===== config.mk =====
export PLATFORM = sky130hd
export DESIGN_NAME = decimal_digit_accumulator
export DESIGN_NICKNAME = d
export VERILOG_FILES = /design/src/hw/rtl/dda_pkg.sv /design/src/hw/rtl/dda_datapath.sv /design/src/hw/rtl/decimal_digit_accumulator.sv
export SDC_FILE = /design/constraint.sdc
export NUM_CORES = 1
export LEC_CHECK = 0
export ABC_AREA = 1
export BUFFER_PORTS_ARGS = -buffer_cell sky130_fd_sc_hd__buf_4
export CAP_MARGIN = 25
export CORE_AREA = 10 10 132 134
export DETAILED_ROUTE_END_ITERATION = 10
export DIE_AREA = 0 0 142 144
export GPL_TIMING_DRIVEN = 1
export PLACE_DENSITY = 0.74
export SKIP_LAST_GASP = 1
export SYNTH_ARGS = -nofsm -noshare
export SYNTH_HDL_FRONTEND = slang
export SYNTH_SLANG_ARGS = --single-unit

===== constraint.sdc =====
create_clock -name aclk -period 3.77 [get_ports aclk]
set_input_delay 0.5655 -clock aclk [delete_from_list [all_inputs] [get_ports aclk]]
set_output_delay 0.5655 -clock aclk [all_outputs]
set_load 0.05 [all_outputs]

===== src/hw/rtl/dda_pkg.sv =====
`timescale 1ns / 1ps
// Package for the decimal digit accumulator: sizes, operation codes and the microcode table.
package dda_pkg;

    localparam int DIGITS    = 6;
    localparam int DIGIT_W   = 4;
    localparam int STORE_W   = DIGITS * DIGIT_W;
    localparam int VALUE_W   = 24;
    localparam int PACKED_W  = 24;
    localparam int CONTENT_W = 20;
    localparam int CNT_W     = $clog2(VALUE_W);
    localparam int PC_W      = 3;
    localparam logic [DIGIT_W-1:0] RADIX = 4'd10;

    // Input mode codes.
    localparam logic [1:0] MODE_ADD = 2'd0;
    localparam logic [1:0] MODE_SUB = 2'd1;
    localparam logic [1:0] MODE_SET = 2'd2;

    // Effective digit operation, settled when the transaction is taken.
    typedef enum logic [1:0] {
        OP_ADD  = 2'd0,
        OP_SUB  = 2'd1,
        OP_SET  = 2'd2,
        OP_HOLD = 2'd3
    } digit_op_t;

    // Datapath action of one microcode step.
    typedef enum logic [2:0] {
        ACT_WAIT_IN = 3'd0,
        ACT_DABBLE  = 3'd1,
        ACT_DIGIT   = 3'd2,
        ACT_ACCUM   = 3'd3,
        ACT_EMIT    = 3'd4
    } action_t;

    // Sequencing of one microcode step.
    typedef enum logic [2:0] {
        JMP_WAIT_IN  = 3'd0,  // stay until an input transaction is taken
        JMP_LOOP_BIT = 3'd1,  // stay until the last operand bit
        JMP_LOOP_DIG = 3'd2,  // stay until the last digit
        JMP_WAIT_OUT = 3'd3,  // stay while the output register is occupied
        JMP_NEXT     = 3'd4
    } jump_t;

    typedef struct packed {
        action_t          act;
        jump_t            jmp;
        logic [PC_W-1:0]  target;
    } uword_t;

    // Strobes from the sequencer to the datapath.
    typedef struct packed {
        logic load;
        logic dabble;
        logic digit;
        logic accum;
    } dp_ctrl_t;

    localparam logic [PC_W-1:0] PC_IDLE   = 3'd0;
    localparam logic [PC_W-1:0] PC_DABBLE = 3'd1;
    localparam logic [PC_W-1:0] PC_DIGIT  = 3'd2;
    localparam logic [PC_W-1:0] PC_ACCUM  = 3'd3;
    localparam logic [PC_W-1:0] PC_EMIT   = 3'd4;

    // The control store. Loop steps fall through to the next address when done.
    function automatic uword_t ucode(input logic [PC_W-1:0] pc);
        uword_t w;
        unique case (pc)
            PC_IDLE:   w = '{act: ACT_WAIT_IN, jmp: JMP_WAIT_IN,  target: PC_DABBLE};
            PC_DABBLE: w = '{act: ACT_DABBLE,  jmp: JMP_LOOP_BIT, target: PC_DIGIT};
            PC_DIGIT:  w = '{act: ACT_DIGIT,   jmp: JMP_LOOP_DIG, target: PC_ACCUM};
            PC_ACCUM:  w = '{act: ACT_ACCUM,   jmp: JMP_LOOP_DIG, target: PC_EMIT};
            PC_EMIT:   w = '{act: ACT_EMIT,    jmp: JMP_WAIT_OUT, target: PC_IDLE};
            default:   w = '{act: ACT_WAIT_IN, jmp: JMP_NEXT,     target: PC_IDLE};
        endcase
        return w;
    endfunction

endpackage


===== src/hw/rtl/dda_datapath.sv =====
`timescale 1ns / 1ps
// Datapath of the decimal digit accumulator: digit store, operand converter and content accumulator.
module dda_datapath
    import dda_pkg::*;
(
    input  logic                 aclk,
    input  dp_ctrl_t             ctrl,
    input  logic [1:0]           in_mode,
    input  logic [VALUE_W-1:0]   in_value,
    input  logic                 aresetn,
    output logic [STORE_W-1:0]   store,
    output logic [CONTENT_W-1:0] content
);

    logic [STORE_W-1:0]   store_reg, store_next;
    logic [STORE_W-1:0]   conv_reg, conv_next;
    logic [VALUE_W-1:0]   val_reg, val_next;
    logic [CONTENT_W-1:0] acc_reg, acc_next;
    digit_op_t            op_reg, op_next;
    logic                 carry_reg, carry_next;

    logic [STORE_W-1:0]   conv_adj;
    logic [DIGIT_W-1:0]   cur_digit;
    logic [DIGIT_W-1:0]   opd_digit;
    logic [DIGIT_W-1:0]   top_digit;
    logic [DIGIT_W-1:0]   new_digit;
    logic                 new_carry;
    logic [DIGIT_W:0]     sum;
    logic [DIGIT_W:0]     take;

    assign cur_digit = store_reg[DIGIT_W-1:0];
    assign opd_digit = conv_reg[DIGIT_W-1:0];
    assign top_digit = store_reg[STORE_W-1 -: DIGIT_W];
    assign sum  = {1'b0, cur_digit} + {1'b0, opd_digit} + {{DIGIT_W{1'b0}}, carry_reg};
    assign take = {1'b0, opd_digit} + {{DIGIT_W{1'b0}}, carry_reg};

    // Add-three correction ahead of each doubling of the converter.
    always_comb begin
        for (int k = 0; k < DIGITS; k++) begin
            if (conv_reg[k*DIGIT_W +: DIGIT_W] >= 4'd5) begin
                conv_adj[k*DIGIT_W +: DIGIT_W] = conv_reg[k*DIGIT_W +: DIGIT_W] + 4'd3;
            end else begin
                conv_adj[k*DIGIT_W +: DIGIT_W] = conv_reg[k*DIGIT_W +: DIGIT_W];
            end
        end
    end

    // One decimal digit of the selected operation, least significant first.
    always_comb begin
        new_digit = cur_digit;
        new_carry = 1'b0;
        unique case (op_reg)
            OP_ADD: begin
                if (sum >= {1'b0, RADIX}) begin
                    new_digit = DIGIT_W'(sum - {1'b0, RADIX});
                    new_carry = 1'b1;
                end else begin
                    new_digit = sum[DIGIT_W-1:0];
                end
            end
            OP_SUB: begin
                if ({1'b0, cur_digit} >= take) begin
                    new_digit = DIGIT_W'({1'b0, cur_digit} - take);
                end else begin
                    new_digit = DIGIT_W'({1'b0, cur_digit} + {1'b0, RADIX} - take);
                    new_carry = 1'b1;
                end
            end
            OP_SET: begin
                new_digit = opd_digit;
            end
            OP_HOLD: begin
                new_digit = cur_digit;
            end
        endcase
    end

    always_comb begin
        store_next = store_reg;
        conv_next  = conv_reg;
        val_next   = val_reg;
        acc_next   = acc_reg;
        op_next    = op_reg;
        carry_next = carry_reg;
        if (ctrl.load) begin
            val_next   = in_value;
            conv_next  = '0;
            acc_next   = '0;
            carry_next = 1'b0;
            unique case (in_mode)
                MODE_ADD: op_next = OP_ADD;
                MODE_SUB: op_next = (store_reg == '0) ? OP_HOLD : OP_SUB;
                MODE_SET: op_next = OP_SET;
                default:  op_next = OP_HOLD;
            endcase
        end
        if (ctrl.dabble) begin
            conv_next = {conv_adj[STORE_W-2:0], val_reg[VALUE_W-1]};
            val_next  = {val_reg[VALUE_W-2:0], 1'b0};
        end
        if (ctrl.digit) begin
            // Rotate the store right by one digit; after DIGITS steps it is back in place.
            store_next = (store_reg >> DIGIT_W)
                       | (STORE_W'(new_digit) << (STORE_W - DIGIT_W));
            conv_next  = conv_reg >> DIGIT_W;
            carry_next = new_carry;
        end
        if (ctrl.accum) begin
            // Horner evaluation from the most significant digit, rotating left.
            store_next = (store_reg << DIGIT_W) | STORE_W'(top_digit);
            acc_next   = (acc_reg << 3) + (acc_reg << 1) + CONTENT_W'(top_digit);
        end
    end

    always_ff @(posedge aclk) begin
        if (!aresetn) begin
            store_reg <= '0;
            op_reg    <= OP_HOLD;
        end else begin
            store_reg <= store_next;
            op_reg    <= op_next;
        end
        conv_reg  <= conv_next;
        val_reg   <= val_next;
        acc_reg   <= acc_next;
        carry_reg <= carry_next;
    end

    assign store   = store_reg;
    assign content = acc_reg;

endmodule


===== src/hw/rtl/decimal_digit_accumulator.sv =====
`timescale 1ns / 1ps
// Top level of the decimal digit accumulator: microcode sequencer and output register.
//
// The block keeps a row of DIGITS decimal digits. Each input transaction on the
// s_ channel carries a mode (add, subtract, set) and a 24-bit binary value. The
// value is converted to decimal with one shift-and-correct step per operand bit,
// then applied one digit per cycle with decimal carry or borrow, wrapping modulo
// ten to the power of DIGITS. Subtract leaves a zero row untouched, and the
// unused mode only reports the row. Every input transaction yields one result
// transaction on the m_ channel with the BCD digits and their binary value.
//
// After the input is taken, the sequencer runs 24 conversion steps, 6 digit steps,
// 6 accumulation steps and one step that loads the output register, and it takes
// the next input only after that last step; the 24-step operand conversion makes
// up most of the work for each item.
//
// Reset clears the digits to zero, empties the output register and puts the
// sequencer at its idle step, ready for input. When the receiver stalls, the
// output register holds its result and the sequencer runs the next item up to
// its last step, where it waits for the register to empty.
module decimal_digit_accumulator
    import dda_pkg::*;
(
    input  logic                 aclk,
    input  logic                 aresetn,
    input  logic                 s_valid,
    output logic                 s_ready,
    input  logic [1:0]           s_mode,
    input  logic [VALUE_W-1:0]   s_value,
    output logic                 m_valid,
    input  logic                 m_ready,
    output logic [PACKED_W-1:0]  m_packed_digits,
    output logic [CONTENT_W-1:0] m_binary_content
);

    logic [PC_W-1:0]      pc_reg, pc_next;
    logic [CNT_W-1:0]     cnt_reg, cnt_next;
    logic                 m_valid_reg, m_valid_next;
    logic [PACKED_W-1:0]  m_packed_reg, m_packed_next;
    logic [CONTENT_W-1:0] m_content_reg, m_content_next;

    uword_t               uw;
    dp_ctrl_t             ctrl;
    logic                 out_busy;
    logic                 accept_in;
    logic                 emit;
    logic                 bit_last;
    logic                 dig_last;
    logic [STORE_W-1:0]   store;
    logic [CONTENT_W-1:0] content;
    logic [31:0]          packed_wide;

    // Fetch the control word of the current step.
    assign uw = ucode(pc_reg);

    assign out_busy  = m_valid_reg && !m_ready;
    assign accept_in = (uw.act == ACT_WAIT_IN) && s_valid;
    assign emit      = (uw.act == ACT_EMIT) && !out_busy;
    assign bit_last  = (cnt_reg == CNT_W'(VALUE_W - 1));
    assign dig_last  = (cnt_reg == CNT_W'(DIGITS - 1));

    assign ctrl.load   = accept_in;
    assign ctrl.dabble = (uw.act == ACT_DABBLE);
    assign ctrl.digit  = (uw.act == ACT_DIGIT);
    assign ctrl.accum  = (uw.act == ACT_ACCUM);

    // Step counter and conditional jumps. Loops clear the counter as they exit.
    always_comb begin
        pc_next  = pc_reg;
        cnt_next = cnt_reg;
        unique case (uw.jmp)
            JMP_WAIT_IN: begin
                cnt_next = '0;
                if (s_valid) begin
                    pc_next = uw.target;
                end
            end
            JMP_LOOP_BIT: begin
                if (bit_last) begin
                    pc_next  = uw.target;
                    cnt_next = '0;
                end else begin
                    cnt_next = cnt_reg + 1'b1;
                end
            end
            JMP_LOOP_DIG: begin
                if (dig_last) begin
                    pc_next  = uw.target;
                    cnt_next = '0;
                end else begin
                    cnt_next = cnt_reg + 1'b1;
                end
            end
            JMP_WAIT_OUT: begin
                if (!out_busy) begin
                    pc_next = uw.target;
                end
            end
            JMP_NEXT: begin
                pc_next = uw.target;
            end
            default: begin
                pc_next = PC_IDLE;
            end
        endcase
    end

    // The digit row widened to the largest row and trimmed to the port width.
    always_comb begin
        packed_wide = '0;
        packed_wide[STORE_W-1:0] = store;
    end

    // Output register, loaded by the final step once it is free.
    always_comb begin
        m_valid_next   = m_valid_reg && !m_ready;
        m_packed_next  = m_packed_reg;
        m_content_next = m_content_reg;
        if (emit) begin
            m_valid_next   = 1'b1;
            m_packed_next  = packed_wide[PACKED_W-1:0];
            m_content_next = content;
        end
    end

    always_ff @(posedge aclk) begin
        if (!aresetn) begin
            pc_reg      <= PC_IDLE;
            cnt_reg     <= '0;
            m_valid_reg <= 1'b0;
        end else begin
            pc_reg      <= pc_next;
            cnt_reg     <= cnt_next;
            m_valid_reg <= m_valid_next;
        end
        m_packed_reg  <= m_packed_next;
        m_content_reg <= m_content_next;
    end

    dda_datapath u_datapath (
        .aclk     (aclk),
        .ctrl     (ctrl),
        .in_mode  (s_mode),
        .in_value (s_value),
        .aresetn  (aresetn),
        .store    (store),
        .content  (content)
    );

    assign s_ready          = (uw.act == ACT_WAIT_IN);
    assign m_valid          = m_valid_reg;
    assign m_packed_digits  = m_packed_reg;
    assign m_binary_content = m_content_reg;

endmodule


# == Word level (Yosys, flattened, before mapping) ==
# Index checks and enable logic that the tools add are counted.
# classes
magnitude_cmp,8
addsub,16
bitwise_logic,2
n_eq_ne,23
n_reduce_logical,18
n_mux,35
# op_table
op,count
two-way mux 24 bit,6
two-way mux 20 bit,3
one-hot mux 9 bit (5 select lines),1
two-way mux 4 bit,7
">= comparator 4 x 3 -> 1 bit, second input constant",6
logical NOT 24 bit,1
OR 20 x 24 -> 24 bit,1
OR 24 x 4 -> 24 bit,1
adder 20 bit,1
adder 20 x 4 -> 20 bit,1
"adder 4 x 2 -> 4 bit, second input constant",5
"equality test 3 x 2 -> 1 bit, second input constant",6
one-hot mux 4 bit (4 select lines),1
two-way mux 3 bit,5
one-hot mux 3 bit (5 select lines),1
one-hot mux 5 bit (3 select lines),1
two-way mux 5 bit,2
"equality test 3 x 1 -> 1 bit, second input constant",3
"equality test 3 bit, second input constant",3
logical NOT 3 bit,3
"inequality test 2 bit, second input constant",4
nonzero test 2 bit,4
subtractor 4 bit,2
"equality test 2 bit, second input constant",3
other kinds (21),31
# word_totals
inputBits,30
elab_cells,115
output_inout_bits,46
regBits,148

# == Logic depth before layout (Yosys ltp) ==
# Gate-level depths: netlist of run 1.
# logic_depth
ltp_word,8
mapped_depth,15

# == Modules after synthesis ==
# A second synthesis of run 1 with hierarchy kept.
# hier_totals
cells_unflattened,917
hier_area_um2,8166.6
# modules_own_cells
mod,seq_area_each_um2,area_per_inst_um2,instances,cells_per_inst
dda_datapath,2542.4,6284.8,1,781
decimal_digit_accumulator,1501.4,1881.8,1,136

# == Worst setup path before layout of run 1 ==
# OpenSTA, ideal clock, no wires.
# synth_path
path_type,register to register
start,register pc_reg[1]
end,"register m_content_reg[0] (netlist: m_binary_content[0]), enable pin"
setup_time_ps,460
period_less_slack_ps,3250
required_time_ps,3310
stages_incl_launch_ff,4
arrival_time_ps,2789
setup_slack_ps,520
cell_sequence,dfxtp_1 nor2_1 nand2_1 a21oi_1
# synth_via
elab_chain_cells,4
word_cells_on_any_way,8
classes_between,5 x eq/ne; 1 x mux; 2 x reduce/logical
# synth_lines
element,line,rtl
start: declaration,decimal_digit_accumulator.sv:36,"logic [PC_W-1:0] pc_reg, pc_next;"
start signal: assignment,decimal_digit_accumulator.sv:132,pc_reg <= pc_next;
equality test 3 bit (tied with other cells),dda_pkg.sv:69,unique case (pc)
one-hot mux 9 bit (5 select lines) (*),dda_pkg.sv:69,
equality test 3 bit (*),decimal_digit_accumulator.sv:58,assign emit = (uw.act == ACT_EMIT) && !out_busy;
logical AND 1 bit (*),decimal_digit_accumulator.sv:58,
net emit,decimal_digit_accumulator.sv:46,logic emit;
end signal: assignment,decimal_digit_accumulator.sv:137,m_content_reg <= m_content_next;
end: declaration,decimal_digit_accumulator.sv:40,"logic [CONTENT_W-1:0] m_content_reg, m_content_next;"
# Mark *: on every way through the listed nets, which the timed path passes. The rest lies on a longest branch.
# A chain may end at the register's enable or synchronous reset.

# == Worst setup path after layout of run 1 ==
# layout_path
start,register u_datapath.store_reg[0] (netlist: u_datapath.store[0])
end,register u_datapath.store_reg[21] (netlist: u_datapath.store[21])
# layout_via
elab_chain_cells,8
word_cells_on_any_way,14
classes_between,6 x add/sub; 2 x order compare; 5 x mux; 1 x bitwise
# layout_lines
element,line,rtl
start: declaration,dda_datapath.sv:15,"logic [STORE_W-1:0] store_reg, store_next;"
start signal: assignment,dda_datapath.sv:120,store_reg <= store_next;
adder 4 x 4 -> 5 bit,dda_datapath.sv:34,"assign sum = {1'b0, cur_digit} + {1'b0, opd_digit} + {{DIGIT_W{1'b0}}, carry_reg};"
adder 5 x 1 -> 5 bit,dda_datapath.sv:34,
subtractor 4 bit or >= comparator 5 x 4 -> 1 bit (tied branches),"dda_datapath.sv:55, dda_datapath.sv:54",
two-way mux 4 bit,dda_datapath.sv:54,"if (sum >= {1'b0, RADIX}) begin"
one-hot mux 4 bit (4 select lines) (*),dda_datapath.sv:52,unique case (op_reg)
OR 20 x 24 -> 24 bit (*),dda_datapath.sv:104,| (STORE_W'(new_digit) << (STORE_W - DIGIT_W));
two-way mux 24 bit (*),dda_datapath.sv:101,if (ctrl.digit) begin
two-way mux 24 bit (*),dda_datapath.sv:108,if (ctrl.accum) begin
# Every way passes the cells marked *; elsewhere a longest branch is shown, timed or not. The select of a mux whose other input is x is not followed.

==> metrics.txt, run 1 <==
Skew-Pair Late Insertion Delay=0.43 ns; Max Cap Viol=0; Site Rows=between 40 and 50; CP Launch Type=flop; setup_tns=0 ns; WL final=about 17 mm; Slew Viols, Final=0; number of synthesized flops with an enable pin=~110; Hold-fix buffers, CTS=0; R2R depth=15; Total GRT Usage=17.45%; Layout fillers=approximately 1200; Longest Clk Path Bufs=2; Die Ht=144 um; type of the most critical hold path=input port to flop; Mapped Area=between 0.008 and 0.009 mm^2; RD Place Congestion=0.9178; CTS Sinks=approximately 150; Distinct cells, synth=47; total CTS buffers=17; CTS tree=done; largest cells by area after synthesis=edfxtp_1, dfxtp_1, ha_1, inv_1, nand2_1; Worst-path clk slew=roughly 0.06 ns; ys flop type=edfxtp_1; die extent in x=~140 um; nets@finish=just over 1000; die area=between 0.02 and 0.025 mm^2; DR WL/cell=roughly 16 um; htree depth=4; initial cell density of the core=53.97%; num ports=76; Synth async-reset ratio=0%; Final HPWL DP=12.47 mm; Max-Slew Margin vs Limit=between 30% and 40%; most common cell in the netlist=inv_1; synthesized net count=between 900 and 1000; first-pass GRT wire length=29.12 mm; Initial DRC Count=between 400 and 500; initial antenna violation count=0; Post-CTS Setup Repair Bufs=0; core area=roughly 0.015 mm^2; hold path cells=3; leak pwr=about 0.004 uW; Critical Path Fanout Max=5; count of final setup violators=0; Tcrit/Tclk final=about 70%; reg2reg setup slack=approximately 1.1 ns; CTS root buffer=clkbuf_16; FF/Latch Area=0.004044 mm^2; Clock Skews=roughly 0.0070 ns; crit path kind=flop to flop; placed cell areas=slightly below 0.009 mm^2; diode count=0; Syn Area/Cell=~9.6 um^2; multi-input logic area=between 0.003 and 0.004 mm^2; status=finished, final reports clean; post-CTS sizing=0; top cell type's share of synthesized area=between 40% and 50%; sequential share of the synthesized area=50.41%; grt total ovfl=0; fmax=369.5 MHz; Final Hold Fails=0; Mapped Cells=about 840; actual slew at the worst max-slew pin=0.9192 ns; area leader, netlist=edfxtp_1; RSZ-0062 raised after global routing=no; layout cells sized above 1=~14%; setup ws final=around 1.1 ns; PwrDens=823.7 mW/mm^2; Pre-antenna DRT Iters=5; routed via count=just over 6000; fin crit period=2.706 ns; fin area=a little over 0.009 mm^2; port bufs=75; Crit path required time=4.06 ns; synth cell count leaders=inv_1, edfxtp_1, nand2_1, o21ai_0, nor2_1; pin count of the biggest net entering global routing=40; Max IR drop VDD=between 0.3 and 0.4 mV; crit path DAT=3.00 ns; number of global-route vias before repair=~6000; routed vias/inst=5.468; Post-DRT Antenna Nets=0; Syn. warnings=0; Synth Register Bits=~150; Place WS=approximately 1.1 ns; synthesis-to-layout area growth=16.48%; kind of end point of the critical path=flop; DRC viols=0
## cell type report
type | instances | share of cell area (%)
timing repair buffer | 79 | 6.346
multi-input combinational | 529 | 35.84
sequential | 148 | 43.27
inverter | 138 | 5.596
clock inverter | 12 | 1.647
tap | 188 | 2.517
clock buffer | 20 | 4.780
## layer usage
metal	up-vias	global-route usage, %	share of wire, %	routed length (um)
met1	2812	23.15	46	7915
met4	0	7.262	2.3	401
li1	3052	-	-	-
met5	-	0	0	0
met2	199	26.45	45	7813
met3	28	4.624	7.1	1238
## placed cells by master (no fill, tap or decap), types with 4 or more instances in the layout
cell type and count:
nand2_1 106, inv_2 5, dfxtp_1 40, edfxtp_1 108, o21ai_0 66, o221ai_1 5, a21oi_1 51, nand3_1 48
a22o_1 22, nor2_1 65, o21ai_1 9, fa_1 6, nor4_1 4, xor2_1 12, buf_4 79, nor3_1 4
inv_1 131, clkbuf_16 17, o22ai_1 25, o32ai_1 4, o21bai_1 8, ha_1 60
## where the power goes
part / internal (uW) / total, uW / switching, uW
Sequential: 2370 / 2650 / 276
Combinational: 1120 / 3320 / 2200
Clock: 1060 / 1720 / 666
Total: 4550 / 7700 / 3140
## per-stage QoR
stage	hold slack [ns]	instances	total power, uW	util (%)
3_5_place_dp	0.4045	1082	5970	58.83
5_1_grt	0.4135	1114	8336	62.87
2_1_floorplan	0.4003	836	5218	-
3_3_place_gp	0.4018	1082	5904	58.83
4_1_cts	0.3906	1114	7719	62.87
6_report	0.3979	1114	7697	62.87
## cell families (layout without fill, tap and decap cells)
kind of cell / count (synthesis) / count (layout) / share of synthesized area, %
flops: 148 / 148 / 50.41
fa+ha+maj: 66 / 66 / 10.85
buf+inv: 159 / 249 / 7.985
xor+xnor: 15 / 15 / 1.638
simple gates: 242 / 242 / 13.21
compound gates: 206 / 206 / 15.91
## worst max-delay path, cell delays in order (launching register included)
cell and delay (ns):
dfxtp_1 0.34, inv_1 0.12, fa_1 0.48, fa_1 0.42
inv_1 0.07, nand2_1 0.06, and2_1 0.15, ha_1 0.22
nand2_1 0.08, nand3_1 0.11, nand2_1 0.12, nand2_1 0.06
nand3_1 0.07, nand2_1 0.05, o21bai_1 0.13, a21oi_1 0.08
## final timing paths
| kind | startpoint | endpoint |
|---|---|---|
| max | u_datapath.store[0] | u_datapath.store[21] |
| max reg2reg | u_datapath.store[0] | u_datapath.store[21] |
| min | s_mode[1] | u_datapath.op_reg[1] |
| min reg2reg | u_datapath.content[19] | m_binary_content[19] |
Note: power is estimated with default switching activity, not from simulation.
==> run 2: changes to the inputs <==
--- a/config.mk
+++ b/config.mk
@@ -5,12 +5,12 @@
 export SDC_FILE = /design/constraint.sdc
 export NUM_CORES = 1
 export LEC_CHECK = 0
-export ABC_AREA = 1
+export ABC_AREA = 0
 export BUFFER_PORTS_ARGS = -buffer_cell sky130_fd_sc_hd__buf_4
 export CAP_MARGIN = 25
-export CORE_AREA = 10 10 132 134
+export CORE_AREA = 10 10 133 135
 export DETAILED_ROUTE_END_ITERATION = 10
-export DIE_AREA = 0 0 142 144
+export DIE_AREA = 0 0 143 145
 export GPL_TIMING_DRIVEN = 1
 export PLACE_DENSITY = 0.74
 export SKIP_LAST_GASP = 1
==> constraint.sdc (replaced) <==
create_clock -name aclk -period 2.7 [get_ports aclk]
set_input_delay 0.405 -clock aclk [delete_from_list [all_inputs] [get_ports aclk]]
set_output_delay 0.405 -clock aclk [all_outputs]
set_load 0.05 [all_outputs]
==> metrics.txt, run 2 <==
Max-Slew Margin vs Limit=61.99%; number of synthesized flops with an enable pin=between 100 and 150; sequential share of the synthesized area=~50%; final core occ=between 60 and 70%; DR WL met2=9.025 mm; commonest non-fill, non-tap cell in the layout=edfxtp_1; Skew-Pair Late Insertion Delay=~0.43 ns; Crit Reg-Reg Endpoint=u_datapath.content[10]; Worst Hold Path EP=u_datapath.op_reg[0]; fin crit period=2.655 ns; reg2reg setup slack=~0.045 ns; number of global-route vias before repair=approximately 6000; synthesis-to-layout area growth=20.31%; core area=0.01503 mm^2; M1 WL=approximately 8.1 mm; ys flop type=edfxtp_1; Crit path required time=roughly 2.9 ns; grt total ovfl=0; commonest cells after routing, fill and taps aside=edfxtp_1, buf_4, nand2_1; synth cell count leaders=edfxtp_1, nand2_1, ha_1, dfxtp_1, o21ai_0; Die Ht=between 100 and 150 um; hold path cells=3; Slew Viols, Final=0; fin area=slightly below 0.01 mm^2; fmax=about 380 MHz; placed instance count=between 900 and 1000; Mapped Area=0.008113 mm^2; Distinct cells, synth=69; Final Hold Fails=0; Mapped Cells=~740; Max IR drop VDD=approximately 0.58 mV; R2R depth=11; DRC viols=0; most common cell in the netlist=edfxtp_1; Synth Register Bits=roughly 150; die area=between 0.02 and 0.025 mm^2; WL final=about 19 mm; placed cell areas=~0.009 mm^2; htree depth=4; Synth async-reset ratio=0%; layout cells sized above 1=about a fifth; CTS Sinks=roughly 150; first-pass GRT wire length=30.05 mm; Worst-path clk slew=~0.060 ns; Final HPWL DP=12.79 mm; actual slew at the worst max-slew pin=roughly 0.57 ns; Total GRT Usage=17.53%; Syn. warnings=0; Critical Path Fanout Max=3; initial antenna violation count=0; crit path kind=flop to flop; count of final setup violators=0; routed via count=a little over 6000; area leader, netlist=edfxtp_1; total CTS buffers=17; CTS root buffer=clkbuf_16; Initial DRC Count=~400; nets@finish=a little over 900; Max Cap Viol=0; initial cell density of the core=between 50% and 60%; Site Rows=45; Tcrit/Tclk final=roughly 98%; Top Layer Used=met4; status=finished, final reports clean; Clock Skews=around 0.009 ns; RSZ-0062 raised after global routing=yes; pin count of the biggest net entering global routing=47; crit path DAT=approximately 2.8 ns; num ports=76; Pre-antenna DRT Iters=4; PwrDens=approximately 1200 mW/mm^2; top cell type's share of synthesized area=between 30% and 40%; Longest Clk Path Bufs=2; worst min-delay path startpoint=s_mode[0]; diode count=0; largest cells by area after synthesis=edfxtp_1, dfxtp_1, ha_1, nand2_1, mux2i_1; synthesized net count=831; port bufs=75; routed vias/inst=~5.9; Reg2Reg Launch Point=u_datapath.content[1]; Post-DRT Antenna Nets=0; CP Launch Type=flop; DR WL/cell=18.05 um; kind of end point of the critical path=flop; die extent in x=between 100 and 150 um; Finished Layout Cells=1031; RD Place Congestion=between 0.8 and 0.9; WHS=between 0.2 and 0.25 ns; CTS tree=done; leak pwr=0.004105 uW; Syn Area/Cell=between 10 and 15 um^2; type of the most critical hold path=input port to flop; routed length on met3=~1.1 mm
==> run 2: critical path: stages (launching register included) <==
cell and delay [ns]:
edfxtp_1 0.45, ha_1 0.31, ha_2 0.21, inv_1 0.08
fa_2 0.21, nor2b_2 0.05, o31a_1 0.33, buf_4 0.16
o21a_1 0.17, o21a_1 0.20, o21ai_1 0.14, a21oi_1 0.08
==> run 2: report_power, final <==
group          internal [uW]  switching (uW)  total [uW]
Sequential              3370             645        4020
Clock                   1540             944        2480
Combinational           2410            3200        5610
Total                   7320            4790       12100
==> run 2: cell families after synthesis <==
family	count (synthesis)	share of synthesized area [%]
adders and majority gates	66	10.73
buffers and inverters	65	3.270
and+or+nand+nor	221	13.68
muxes	26	3.223
AOI/OAI and AO/OA	183	16.44
DFF	148	49.85
xor gates and xnor gates	26	2.807
==> run 2: timing repair <==
action,CTS,global route
buffers inserted,2,6
hold buffers,0,0
endpoints found under the setup margin,5,14
gates resized for setup,6,21
pin swaps,4,5
==> run 2: layout make-up <==
type,instances,area (um^2)
clock buffer,21,471.7
clock inverter,11,147.6
fill,1134,5273
inverter,34,127.6
multi-input combinational,522,3925
sequential,148,4046
tap,188,235.2
timing repair buffer,107,807.0
==> run 2: layer usage <==
| metal | track usage, % | vias up |
|---|---|---|
| met5 | 0 | - |
| met4 | 6.244 | 0 |
| met3 | 3.781 | 34 |
| met2 | 28.26 | 180 |
| met1 | 22.60 | 2950 |
| li1 | - | 2924 |
==> run 2: worst max path at each step <==
| stage | slack, ns | cells past startpoint | startpoint | to |
|---|---|---|---|---|
| 5_1_grt | -0.05 | 11 | u_datapath.content[1] | u_datapath.content[10] |
| 3_5_place_dp | -0.18 | 11 | u_datapath.conv_reg[0] | u_datapath.carry_reg |
| 2_1_floorplan | 0.004 | 10 | u_datapath.store[0] | u_datapath.store[23] |
| 6_report | 0.04 | 11 | u_datapath.content[1] | u_datapath.content[10] |
| 4_1_cts | 0.02 | 10 | u_datapath.conv_reg[0] | u_datapath.store[22] |
| 3_3_place_gp | 0.01 | 11 | u_datapath.conv_reg[0] | u_datapath.carry_reg |
==> run 2: stage by stage <==
step | power (uW) | setup slack [ns] | TNS (ns)
detailed placement | 9250 | -0.1829 | -0.4076
CTS | 11870 | 0.02047 | 0
finish | 12110 | 0.04499 | 0
global route | 12950 | -0.05175 | -0.1621
global placement | 8996 | 0.009567 | 0
floorplan | 7836 | 0.004253 | 0
==> run 3: changes to the inputs <==
--- a/config.mk
+++ b/config.mk
@@ -8,11 +8,10 @@
 export ABC_AREA = 0
 export BUFFER_PORTS_ARGS = -buffer_cell sky130_fd_sc_hd__buf_4
 export CAP_MARGIN = 25
-export CORE_AREA = 10 10 133 135
+export CORE_AREA = 10 10 147 149
 export DETAILED_ROUTE_END_ITERATION = 10
-export DIE_AREA = 0 0 143 145
+export DIE_AREA = 0 0 157 159
 export GPL_TIMING_DRIVEN = 1
-export PLACE_DENSITY = 0.74
 export SKIP_LAST_GASP = 1
 export SYNTH_ARGS = -nofsm -noshare
 export SYNTH_HDL_FRONTEND = slang
==> metrics.txt, run 3 (synthesis gave the netlist of run 2 again) <==
status=finished, final reports clean; PwrDens=~1200 mW/mm^2; count of final setup violators=0; nets@finish=between 900 and 1000; actual slew at the worst max-slew pin=about 0.76 ns; worst min-delay path startpoint=s_value[0]; sw power=4834 uW; Max Cap Viol=0; htree depth=4; Cell Int Power=7489 uW; CP Launch Type=flop; Reg2Reg Launch Point=u_datapath.carry_reg; Pre-antenna DRT Iters=4; fmax=about 380 MHz; reg2reg setup slack=0.07 ns; Crit Reg-Reg Endpoint=u_datapath.store[22]; Crit path required time=around 3.0 ns; Reg power frac=about a third; WHS=~0.24 ns; routed vias/inst=between 5 and 6; Slew Viols, Final=0; clock power share=20.3%; DRC viols=0; CP max stage delay=between 0.4 and 0.5 ns; CP Buf/Inv Count=2; number of global-route vias before repair=roughly 6000; placed cell areas=0.009060 mm^2; die extent in x=around 160 um; CTS Sinks=148; Critical Path Fanout Max=4; Logic pwr share=roughly 47%; Place WS=-0.06465 ns; num ports=76; grt total ovfl=0; Longest Clk Path Bufs=2; commonest cells after routing, fill and taps aside=buf_4, edfxtp_1, nand2_1; die area=roughly 0.025 mm^2; Final Hold Fails=0; Initial DRC Count=295; total CTS buffers=17; Die Ht=about 160 um; crit path kind=flop to flop; setup_tns=0 ns; Layout fillers=around 1600; commonest non-fill, non-tap cell in the layout=buf_4; Clock Skews=0.008927 ns; CTS tree=done; Tcrit/Tclk final=97.56%; Hold-fix buffers, CTS=0; Crit-path slowest cell=fa_2; first-pass GRT wire length=approximately 30 mm; pin count of the biggest net entering global routing=47; initial antenna violation count=0; Max-Slew Margin vs Limit=approximately 50%; hold path cells=3; CTS root buffer=clkbuf_16; synthesis-to-layout area growth=22.41%; WL final=between 15 and 20 mm; crit path DAT=between 2 and 3 ns; port bufs=between 70 and 80; core area=0.01858 mm^2; Worst-path clk slew=roughly 0.060 ns; CP Cell Sequence=inv_2 -> fa_2 -> fa_2 -> xnor2_2 -> inv_2 -> ha_4 -> o21ai_4 -> o21ai_2 -> a211oi_4 -> mux2i_1 -> a32o_1; setup ws final=0.06575 ns; Skew-Pair Late Insertion Delay=around 0.42 ns; Total GRT Usage=14.31%; Final HPWL DP=13.04 mm; CP top delay family=adder cells; diode count=0; DR WL/cell=approximately 17 um; fin crit period=about 2.6 ns; initial cell density of the core=43.66%; leak pwr=approximately 0.0041 uW; RSZ-0062 raised after global routing=yes; Finished Layout Cells=approximately 1100; fin area=0.009931 mm^2; layout cells sized above 1=22.81%; RD Place Congestion=between 0.8 and 0.9; routed via count=5923; Max IR drop VDD=~0.56 mV; R2R depth=11; Site Rows=50; Post-DRT Antenna Nets=0; Switching Fraction=39.23%; placed instance count=1041; kind of end point of the critical path=flop; type of the most critical hold path=input port to flop; Worst Hold Path EP=u_datapath.val_reg[0]
run 3: cell types whose count changed in the layout (fill, tap and decap cells not counted), moves of 3 or more:
cell | previous run | this run
a21oi_2 | 5 | 8
buf_4 | 106 | 110
ha_2 | 4 | 1
inv_2 | 3 | 6
ha_4 | 2 | 5
a21oi_1 | 28 | 25
inv_1 | 31 | 28
run 3: power by group through the flow:
stage               clock network, uW  registers (uW)  logic (uW)
floorplan                           0            3850        3990
finish                           2500            3990        5830
detailed placement                  0            4010        5340
global route                     2660            4080        6450
global placement                    0            4000        5120
CTS                              2570            3980        5390
run 3: layout make-up:
type / instances / area (um^2) / share of cell area [%]
Inverter: 34 / 127.6 / 1.285
Clock inverter: 13 / 181.4 / 1.827
Sequential cell: 148 / 4045 / 40.73
Multi-Input combinational cell: 522 / 4015 / 40.43
Timing Repair Buffer: 110 / 825.8 / 8.315
Tap cell: 234 / 292.8 / 2.948
Clock buffer: 19 / 442.9 / 4.460
run 3: timing repair:
action	in CTS	in global routing
pin swaps	1	28
gates resized for setup	2	38
endpoints found under the setup margin	4	12
buffers inserted	0	8
run 3: worst reg2reg max path, stage by stage, from the launching register on:
cell and delay, ns:
edfxtp_1 0.38, inv_2 0.05, fa_2 0.41, fa_2 0.40
xnor2_2 0.20, inv_2 0.06, ha_4 0.17, o21ai_4 0.07
o21ai_2 0.09, a211oi_4 0.30, mux2i_1 0.13, a32o_1 0.27
run 3: worst max-delay path by stage:
stage | slack, ns | to | depth (start not counted) | start
finish | 0.07 | u_datapath.store[22] | 11 | u_datapath.carry_reg
CTS | 0.02 | u_datapath.store[23] | 10 | u_datapath.store[0]
global placement | 0.05 | u_datapath.store[23] | 10 | u_datapath.carry_reg
global route | -0.04 | u_datapath.content[18] | 9 | u_datapath.content[1]
floorplan | 0.004 | u_datapath.store[23] | 10 | u_datapath.store[0]
detailed placement | -0.06 | u_datapath.store[22] | 11 | u_datapath.store[0]
run 3: per-stage QoR:
step	util (%)	power, uW
global placement	48.76	9119
detailed placement	48.76	9354
floorplan	-	7836
finish	53.45	12320
CTS	52.20	11940
global route	53.45	13190
run 3: layer usage:
metal	vias to the layer above	global-route usage, %	wire length, um
met5	-	0	0
met4	0	5.236	209
met3	15	3.886	1052
met2	135	22.65	8571
met1	2843	18.23	8473
li1	2930	-	-
